<file path="src/rtl/lltd_pkg.sv">
// Package for the least-loaded task dispatcher.
// Holds operation codes, register indexes, the node entry layout and the scoring function.
// Depends on nothing; every other file imports it.
package lltd_pkg;

  localparam int NODE_SLOTS_DEFAULT = 16;

  localparam logic [15:0] TIMEOUT_RESET     = 16'd12000;
  localparam logic [3:0]  RETRY_RESET       = 4'd3;
  localparam logic [6:0]  SCORE_TASK_WEIGHT = 7'd100;
  localparam logic [7:0]  TASKS_MAX         = 8'hFF;
  localparam int          SCORE_W           = 15;

  localparam logic [1:0]  TT_HIGH_ACCURACY  = 2'd2;

  localparam logic        CFG_TIMEOUT       = 1'b0;
  localparam logic        CFG_RETRY         = 1'b1;

  typedef enum logic [2:0] {
    OP_REGISTER     = 3'd0,
    OP_HEARTBEAT    = 3'd1,
    OP_DISPATCH     = 3'd2,
    OP_TASK_RESULT  = 3'd3,
    OP_TICK         = 3'd4,
    OP_MARK_OFFLINE = 3'd5
  } op_t;

  typedef enum logic [2:0] {
    S_IDLE,
    S_MODIFY,
    S_SCAN,
    S_FLUSH,
    S_FINISH
  } state_t;

  typedef struct packed {
    logic [1:0]  models;
    logic [6:0]  cpu;
    logic [7:0]  tasks;
    logic [31:0] last_beat;
  } node_entry_t;

  typedef struct packed {
    logic        found;
    node_entry_t entry;
  } sel_t;

  function automatic logic [SCORE_W-1:0] score_of(input logic [7:0] tasks,
                                                  input logic [6:0] cpu);
    score_of = SCORE_W'(tasks) * SCORE_W'(SCORE_TASK_WEIGHT) + SCORE_W'(cpu);
  endfunction

endpackage

</file>
<file path="src/rtl/lltd_node_mem.sv">
// Node table memory: one write port and one registered read port; read data follows in the cycle after rd_en.
// A valid bit per entry makes entries that were never written read as zero.
// Depends on lltd_pkg for the entry layout.
module lltd_node_mem #(
  parameter int NODE_SLOTS = lltd_pkg::NODE_SLOTS_DEFAULT
) (
  input  logic                          clk,
  input  logic                          rst,
  input  logic                          rd_en,
  input  logic [$clog2(NODE_SLOTS)-1:0] rd_addr,
  output lltd_pkg::node_entry_t         rd_data,
  output logic                          rd_known,
  input  logic                          wr_en,
  input  logic [$clog2(NODE_SLOTS)-1:0] wr_addr,
  input  lltd_pkg::node_entry_t         wr_data
);
  import lltd_pkg::*;

  node_entry_t            mem [NODE_SLOTS];
  logic [NODE_SLOTS-1:0]  valid;
  node_entry_t            rd_word;
  logic                   rd_hit;

  always_ff @(posedge clk) begin
    if (wr_en) begin
      mem[wr_addr] <= wr_data;
    end
    if (rd_en) begin
      rd_word <= mem[rd_addr];
    end
  end

  always_ff @(posedge clk) begin
    if (rst) begin
      valid  <= '0;
      rd_hit <= 1'b0;
    end else begin
      if (wr_en) begin
        valid[wr_addr] <= 1'b1;
      end
      if (rd_en) begin
        rd_hit <= valid[rd_addr];
      end
    end
  end

  assign rd_data  = rd_hit ? rd_word : '0;
  assign rd_known = rd_hit;

endmodule

</file>
<file path="src/rtl/lltd_select.sv">
// Running least-load selector fed one node entry per cycle during a dispatch scan.
// Keeps the best eligible node so far; the earlier index wins a tie.
// Depends on lltd_pkg for the entry layout and the scoring function.
module lltd_select #(
  parameter int NODE_SLOTS = lltd_pkg::NODE_SLOTS_DEFAULT
) (
  input  logic                          clk,
  input  logic                          rst,
  input  logic                          clear,
  input  logic                          sample,
  input  logic                          eligible,
  input  logic [$clog2(NODE_SLOTS)-1:0] addr,
  input  lltd_pkg::node_entry_t         entry,
  output lltd_pkg::sel_t                status,
  output logic [$clog2(NODE_SLOTS)-1:0] best_addr
);
  import lltd_pkg::*;

  logic               found;
  logic [SCORE_W-1:0] lead_score;
  logic [SCORE_W-1:0] score;
  node_entry_t        best_entry;
  logic               take;

  assign score = score_of(entry.tasks, entry.cpu);
  assign take  = sample && eligible && (!found || (score < lead_score));

  always_ff @(posedge clk) begin
    if (rst) begin
      found <= 1'b0;
    end else if (clear) begin
      found <= 1'b0;
    end else if (take) begin
      found <= 1'b1;
    end
  end

  always_ff @(posedge clk) begin
    if (take) begin
      best_addr  <= addr;
      lead_score <= score;
      best_entry <= entry;
    end
  end

  assign status.found = found;
  assign status.entry = best_entry;

endmodule

</file>
<file path="src/rtl/least_loaded_task_dispatcher.sv">
// Least-loaded task dispatcher: node table in a synchronous memory with a control sequencer.
// Depends on lltd_pkg, lltd_node_mem and lltd_select.
//
// A transaction is accepted when start is high and busy is low. Register, heartbeat,
// task result, mark offline and unknown operations do one memory read, and register,
// heartbeat and task result then one write back. Dispatch and tick scan the node table
// one entry per cycle through the single read port, then go through flush and finish.
// Each transaction gives exactly one result, shown for one cycle with done high; the
// receiver cannot stall it, so it must take the result in that cycle. busy is low again
// in the cycle that shows done. Configuration writes are taken at any edge with cfg_we high.
module least_loaded_task_dispatcher #(
  parameter int NODE_SLOTS = lltd_pkg::NODE_SLOTS_DEFAULT
) (
  input  logic        clk,
  input  logic        rst,
  input  logic        start,
  output logic        busy,
  input  logic [2:0]  op,
  input  logic [3:0]  node_index,
  input  logic [1:0]  model_mask,
  input  logic [6:0]  cpu_load,
  input  logic [7:0]  task_count,
  input  logic [1:0]  task_kind,
  input  logic [3:0]  retries_in,
  input  logic [31:0] now_ms,
  output logic        done,
  output logic        dispatched,
  output logic [3:0]  chosen_node,
  output logic        model,
  output logic        requeue,
  output logic        task_failed,
  output logic [3:0]  retries_out,
  input  logic        cfg_we,
  input  logic        cfg_index,
  input  logic [15:0] cfg_data
);
  import lltd_pkg::*;

  localparam int              IDX_W     = $clog2(NODE_SLOTS);
  localparam logic [IDX_W-1:0] LAST_ADDR = IDX_W'(NODE_SLOTS - 1);

  state_t            state;
  state_t            state_next;
  logic              accept;

  op_t               cmd_op;
  logic [IDX_W-1:0]  cmd_addr;
  logic              cmd_in_table;
  logic [1:0]        cmd_mask;
  logic [6:0]        cmd_cpu;
  logic [7:0]        cmd_tasks;
  logic              cmd_model;
  logic [3:0]        cmd_retries;
  logic [31:0]       cmd_now;

  logic [IDX_W-1:0]  cnt;
  logic              tag_valid;
  logic [IDX_W-1:0]  tag_addr;
  logic [NODE_SLOTS-1:0] online;

  logic [15:0]       timeout_ms;
  logic [3:0]        retry_limit;

  logic              rd_en;
  logic [IDX_W-1:0]  rd_addr;
  node_entry_t       rd_data;
  logic              rd_known;
  logic              wr_en;
  logic [IDX_W-1:0]  wr_addr;
  node_entry_t       wr_data;

  sel_t              sel;
  logic [IDX_W-1:0]  sel_addr;
  logic              sel_sample;
  logic              sel_eligible;
  logic              expired;

  assign busy   = (state != S_IDLE);
  assign accept = start && !busy;

  lltd_node_mem #(.NODE_SLOTS(NODE_SLOTS)) u_mem (
    .clk      (clk),
    .rst      (rst),
    .rd_en    (rd_en),
    .rd_addr  (rd_addr),
    .rd_data  (rd_data),
    .rd_known (rd_known),
    .wr_en    (wr_en),
    .wr_addr  (wr_addr),
    .wr_data  (wr_data)
  );

  assign sel_sample   = tag_valid && (cmd_op == OP_DISPATCH);
  assign sel_eligible = online[tag_addr] && rd_data.models[cmd_model];

  lltd_select #(.NODE_SLOTS(NODE_SLOTS)) u_select (
    .clk       (clk),
    .rst       (rst),
    .clear     (accept),
    .sample    (sel_sample),
    .eligible  (sel_eligible),
    .addr      (tag_addr),
    .entry     (rd_data),
    .status    (sel),
    .best_addr (sel_addr)
  );

  assign expired = (cmd_now - rd_data.last_beat) > {16'd0, timeout_ms};

  always_comb begin
    state_next = state;
    unique case (state)
      S_IDLE: begin
        if (start) begin
          if ((op_t'(op) == OP_DISPATCH) || (op_t'(op) == OP_TICK)) begin
            state_next = S_SCAN;
          end else begin
            state_next = S_MODIFY;
          end
        end
      end
      S_MODIFY: state_next = S_IDLE;
      S_SCAN: begin
        if (cnt == LAST_ADDR) begin
          state_next = S_FLUSH;
        end
      end
      S_FLUSH:  state_next = S_FINISH;
      S_FINISH: state_next = S_IDLE;
      default:  state_next = S_IDLE;
    endcase
  end

  always_comb begin
    rd_en   = 1'b0;
    rd_addr = cnt;
    wr_en   = 1'b0;
    wr_addr = cmd_addr;
    wr_data = rd_data;
    unique case (state)
      S_IDLE: begin
        rd_en   = start;
        rd_addr = IDX_W'(node_index);
      end
      S_SCAN: begin
        rd_en = 1'b1;
      end
      S_MODIFY: begin
        unique case (cmd_op)
          OP_REGISTER: begin
            wr_en             = cmd_in_table;
            wr_data.models    = cmd_mask;
            wr_data.cpu       = '0;
            wr_data.tasks     = '0;
            wr_data.last_beat = cmd_now;
          end
          OP_HEARTBEAT: begin
            wr_en             = cmd_in_table && rd_known;
            wr_data.cpu       = cmd_cpu;
            wr_data.tasks     = cmd_tasks;
            wr_data.last_beat = cmd_now;
          end
          OP_TASK_RESULT: begin
            wr_en         = cmd_in_table && rd_known && (rd_data.tasks != 8'd0);
            wr_data.tasks = rd_data.tasks - 8'd1;
          end
          default: begin
            wr_en = 1'b0;
          end
        endcase
      end
      S_FINISH: begin
        wr_en   = (cmd_op == OP_DISPATCH) && sel.found;
        wr_addr = sel_addr;
        wr_data = sel.entry;
        if (sel.entry.tasks != TASKS_MAX) begin
          wr_data.tasks = sel.entry.tasks + 8'd1;
        end
      end
      default: begin
        rd_en = 1'b0;
      end
    endcase
  end

  always_ff @(posedge clk) begin
    if (rst) begin
      state       <= S_IDLE;
      cnt         <= '0;
      tag_valid   <= 1'b0;
      online      <= '0;
      timeout_ms  <= TIMEOUT_RESET;
      retry_limit <= RETRY_RESET;
      done        <= 1'b0;
    end else begin
      state     <= state_next;
      tag_valid <= (state == S_SCAN);
      done      <= (state == S_MODIFY) || (state == S_FINISH);

      if (accept) begin
        cnt <= '0;
      end else if (state == S_SCAN) begin
        cnt <= cnt + 1'b1;
      end

      if (cfg_we) begin
        unique case (cfg_index)
          CFG_TIMEOUT: timeout_ms  <= cfg_data;
          CFG_RETRY:   retry_limit <= cfg_data[3:0];
        endcase
      end

      if (state == S_MODIFY && cmd_in_table) begin
        if (cmd_op == OP_REGISTER) begin
          online[cmd_addr] <= 1'b1;
        end else if (cmd_op == OP_HEARTBEAT && rd_known) begin
          online[cmd_addr] <= 1'b1;
        end else if (cmd_op == OP_MARK_OFFLINE && rd_known) begin
          online[cmd_addr] <= 1'b0;
        end
      end
      if (tag_valid && cmd_op == OP_TICK && expired) begin
        online[tag_addr] <= 1'b0;
      end
    end
  end

  always_ff @(posedge clk) begin
    tag_addr <= cnt;
    if (accept) begin
      cmd_op       <= op_t'(op);
      cmd_addr     <= IDX_W'(node_index);
      cmd_in_table <= (32'(node_index) < NODE_SLOTS);
      cmd_mask     <= model_mask;
      cmd_cpu      <= cpu_load;
      cmd_tasks    <= task_count;
      cmd_model    <= (task_kind == TT_HIGH_ACCURACY);
      cmd_retries  <= retries_in;
      cmd_now      <= now_ms;
    end

    dispatched  <= 1'b0;
    chosen_node <= '0;
    model       <= 1'b0;
    requeue     <= 1'b0;
    task_failed <= 1'b0;
    retries_out <= '0;
    if (state == S_FINISH && cmd_op == OP_DISPATCH) begin
      model <= cmd_model;
      if (sel.found) begin
        dispatched  <= 1'b1;
        chosen_node <= 4'(sel_addr);
      end else if (cmd_retries < retry_limit) begin
        requeue     <= 1'b1;
        retries_out <= cmd_retries + 4'd1;
      end else begin
        task_failed <= 1'b1;
      end
    end
  end

endmodule
</file>
<file path="config.mk">
export PLATFORM = sky130hd
export DESIGN_NAME = least_loaded_task_dispatcher
export DESIGN_NICKNAME = d
export VERILOG_FILES = /design/src/rtl/lltd_pkg.sv /design/src/rtl/lltd_node_mem.sv /design/src/rtl/lltd_select.sv /design/src/rtl/least_loaded_task_dispatcher.sv
export SDC_FILE = /design/constraint.sdc
export NUM_CORES = 2
export LEC_CHECK = 0
export BUFFER_PORTS_ARGS = -buffer_cell sky130_fd_sc_hd__buf_4
export CAP_MARGIN = 5
export CELL_PAD_IN_SITES_DETAIL_PLACEMENT = 0
export CELL_PAD_IN_SITES_GLOBAL_PLACEMENT = 1
export CORE_MARGIN = 4
export CORE_UTILIZATION = 58
export CTS_CLUSTER_DIAMETER = 40
export DETAILED_ROUTE_END_ITERATION = 6
export HOLD_SLACK_MARGIN = 0.05
export PLACE_DENSITY = 0.92
export SYNTH_ARGS = -nofsm -noshare
export SYNTH_HDL_FRONTEND = slang
export SYNTH_SLANG_ARGS = --single-unit
export TNS_END_PERCENT = 50
</file>
<file path="constraint.sdc">
create_clock -name clk -period 14.6 [get_ports clk]
set_input_delay 1.46 -clock clk [delete_from_list [all_inputs] [get_ports clk]]
set_output_delay 1.46 -clock clk [all_outputs]
set_load 0.01 [all_outputs]
</file>
==> out/metrics.cfg <==
[setup_path]
slowest_stage=buf_4
path_cells=nand2_1, ha_1, ha_1, inv_1, fa_1, inv_1, ha_1, inv_1, nor2_1, nor2_1, o21bai_1, a21oi_1, xnor2_1, nand3_1, xnor2_1, ha_1, a21o_1, a21oi_1, o21ai_0, a21oi_4, buf_4
path_class=register to register
cp_data_required_time_ns=14.90
cp-start-kind=register
cp_common_cell=ha_1
slowest_delay_ns=0.79
cp_max_fo=55
crit_path_end_kind=register
worstPathArrival_ns=6.57

[synth]
synth-warning-count=0
synth_edf_count=960
synth_nets=2961
synth_most_common_cell=edfxtp_1
synthTopCellsByArea=edfxtp_1, mux4_2, dfxtp_1, ha_1, nand2_1
synth_top_area_frac=0.6572
synth_cell_types=75
synth.top_cells.by_count=edfxtp_1, nand2_1, mux4_2
syn_area_um2=43870
synth_async_sr_flop_share=0
synth_flop_cell=edfxtp_1
syn_inst=2770
avgSynthCellArea_um2=15.84
ys_seq_area_frac=0.6932
synth-seq-cells=1039
yosys.area.top_type=edfxtp_1

[cells_and_area]
syn_to_final_growth_pct=13.56
instances_no_fill=3986
design_area_um2=49810
antenna_cells=0
layout-drive-gt1-share=0.2002
fillers=4713
nNetsFinal=3113

[hold_path]
hold_class=register to register

[power_and_ir_drop]
sequentialPowerShare=0.489
p_int_uw=5201
power_density_nw_per_um2=137.6
clock_power_share=0.417
comb_power_share=0.094
p_leak_uw=0.01733
p_total_uw=6854
ir_drop_mv=0.1073
power.switching_uw=1653
swShare=0.2411

[sta]
fin_crit_ns=6.271
fin_crit_sh=0.4295
rsz0062_at_grt=no
clock_skew_ns=0.03411
max_clock_freq_mhz=159.5
fin_tns_setup_ns=0
final_hold_viol_count=0
maxSlewHeadroom=0.08136
slew_violations=0
layout_setup_ws_ns=8.329
worstMarginPinSlew_ns=1.378
setup_violations=0

[cts]
postCtsSetupBuffers=0
cts_tree=built
h-tree-depth=3
cts.sinks=1039
clkTransAtPathRegs_ns=0.06
cts_hold_buf=0
clockBufferDepth=3
root_buffer=clkbuf_16
cts.repair.resized=0
clkLatencyLatePin_ns=0.69
numCtsBuffers=114

[grt]
grt_max_degree=156
grt_antenna_before_repair=1
globalRouteTotalUtil=0.2842
grt_pass1_wl_um=171900
overflow=0
grt_pass1_vias=26950

[placed_design]
place_ws_ns=8.367
placed_cells=3774
dpl-instance-area_um2=46030
dp.final_hpwl_um=60430
finalWeightedCongestion=0.8918
portBuffers=96

[detailed_routing]
drc=0
wire_per_inst_um=28.68
dr.pass1.iters=6
antenna_left=0
vias_per_cell=6.664
vias=26560
drtIter0Drc=3331
totalWireLength_um=114300

[floorplanning]
dieArea_um2=80100
die_y_um=283.0
row_count=100
core_um2=74700
io_pins=97
initial_core_util=0.5873
fp.dieW_um=283.0

[outcome]
status=completed

[run]
cap_violations=0

## cells by family after synthesis
family                     Yosys count  share of synthesized area
AOI/OAI and AO/OA                  466                    0.06774
adders and majority gates          111                    0.03217
DFF                               1039                     0.6932
buffers and inverters              228                    0.02034
and+or+nand+nor                    656                    0.06783
xor gates and xnor gates            51                    0.01018
muxes                              219                     0.1085
## cell type report
type                       count  area [µm²]  area share
inverter                      93       349.1    0.007008
sequential                  1039       30410      0.6105
multi-input combinational   1503       12770      0.2563
tap                          969        1212     0.02434
timing repair buffer         171        1315     0.02640
clock inverter                82       850.8     0.01708
clock buffer                 129        2909     0.05840
## registers in the layout (all words and copies together), names as in the netlist, 2 cells and up
register	flops
chosen_node	4
cmd_addr	4
cmd_cpu	7
cmd_mask	2
cmd_now	32
cmd_op	3
cmd_retries	4
cmd_tasks	8
cnt	4
online	16
retries_out	4
retry_limit	4
state	3
tag_addr	4
timeout_ms	16
u_mem.mem	784
u_mem.rd_word	49
u_mem.valid	16
u_select.best_addr	4
u_select.lead_score	13
u_select.status	49
## stage by stage
| step | utilization | hold slack, ns |
|---|---|---|
| 3_3_place_gp | 0.6163 | 0.4335 |
| 5_1_grt | 0.6669 | 0.4641 |
| 4_1_cts | 0.6666 | 0.4436 |
| 3_5_place_dp | 0.6163 | 0.4354 |
| 2_1_floorplan | - | 0.3776 |
| 6_report | 0.6669 | 0.4442 |
## power by group through the flow
stage | logic, µW | clock network (µW) | registers, µW
2_1_floorplan | 442 | 0 | 3390
3_3_place_gp | 607 | 0 | 3410
3_5_place_dp | 626 | 0 | 3410
4_1_cts | 640 | 2890 | 3350
5_1_grt | 699 | 3030 | 3350
6_report | 646 | 2860 | 3350
## metal layers
metal  global-route usage  routed length [µm]
met3              0.05941               12750
met1               0.3901               42340
met4               0.1100                4134
met2               0.4545               55110
met5                    0                   0
## layout by cell type (no fill, tap or decap), types with 11 or more instances in the layout
master	count
nand2_1	293
buf_4	168
dfxtp_1	78
edfxtp_1	960
xnor2_1	25
nor2b_1	14
ha_1	104
clkinv_2	11
nand2b_1	18
inv_1	92
a21oi_1	128
a211oi_1	58
and3_1	13
nor2_4	16
xor2_1	26
a31oi_1	65
clkbuf_16	114
and2_1	66
nand4_1	16
clkbuf_1	15
inv_6	15
mux4_2	205
a21o_1	11
nor2_1	142
o21a_1	17
clkinv_1	18
o21ai_0	95
nand3_1	28
clkinvlp_4	11
## worst max-delay path, delay by kind of cell (launching register included)
family	cells	cell delay, ns
buffers and inverters	4	0.95
AO/OA/AOI/OAI	6	1.21
XOR/XNOR	2	0.45
AND/OR/NAND/NOR	4	0.66
adder cells (fa/ha/maj)	5	1.74
flip-flops	1	0.78
## worst paths after layout
path / from / endpoint / slack, ns / depth (start not counted)
max: u_mem.rd_known / u_select.status[14] / 8.33 / 21
min: cnt[1] / tag_addr[1] / 0.44 / 0
max reg2reg: u_mem.rd_known / u_select.status[14] / 8.33 / 21
min reg2reg: cnt[1] / tag_addr[1] / 0.44 / 0
No activity file was read; power rests on OpenSTA's default activity.
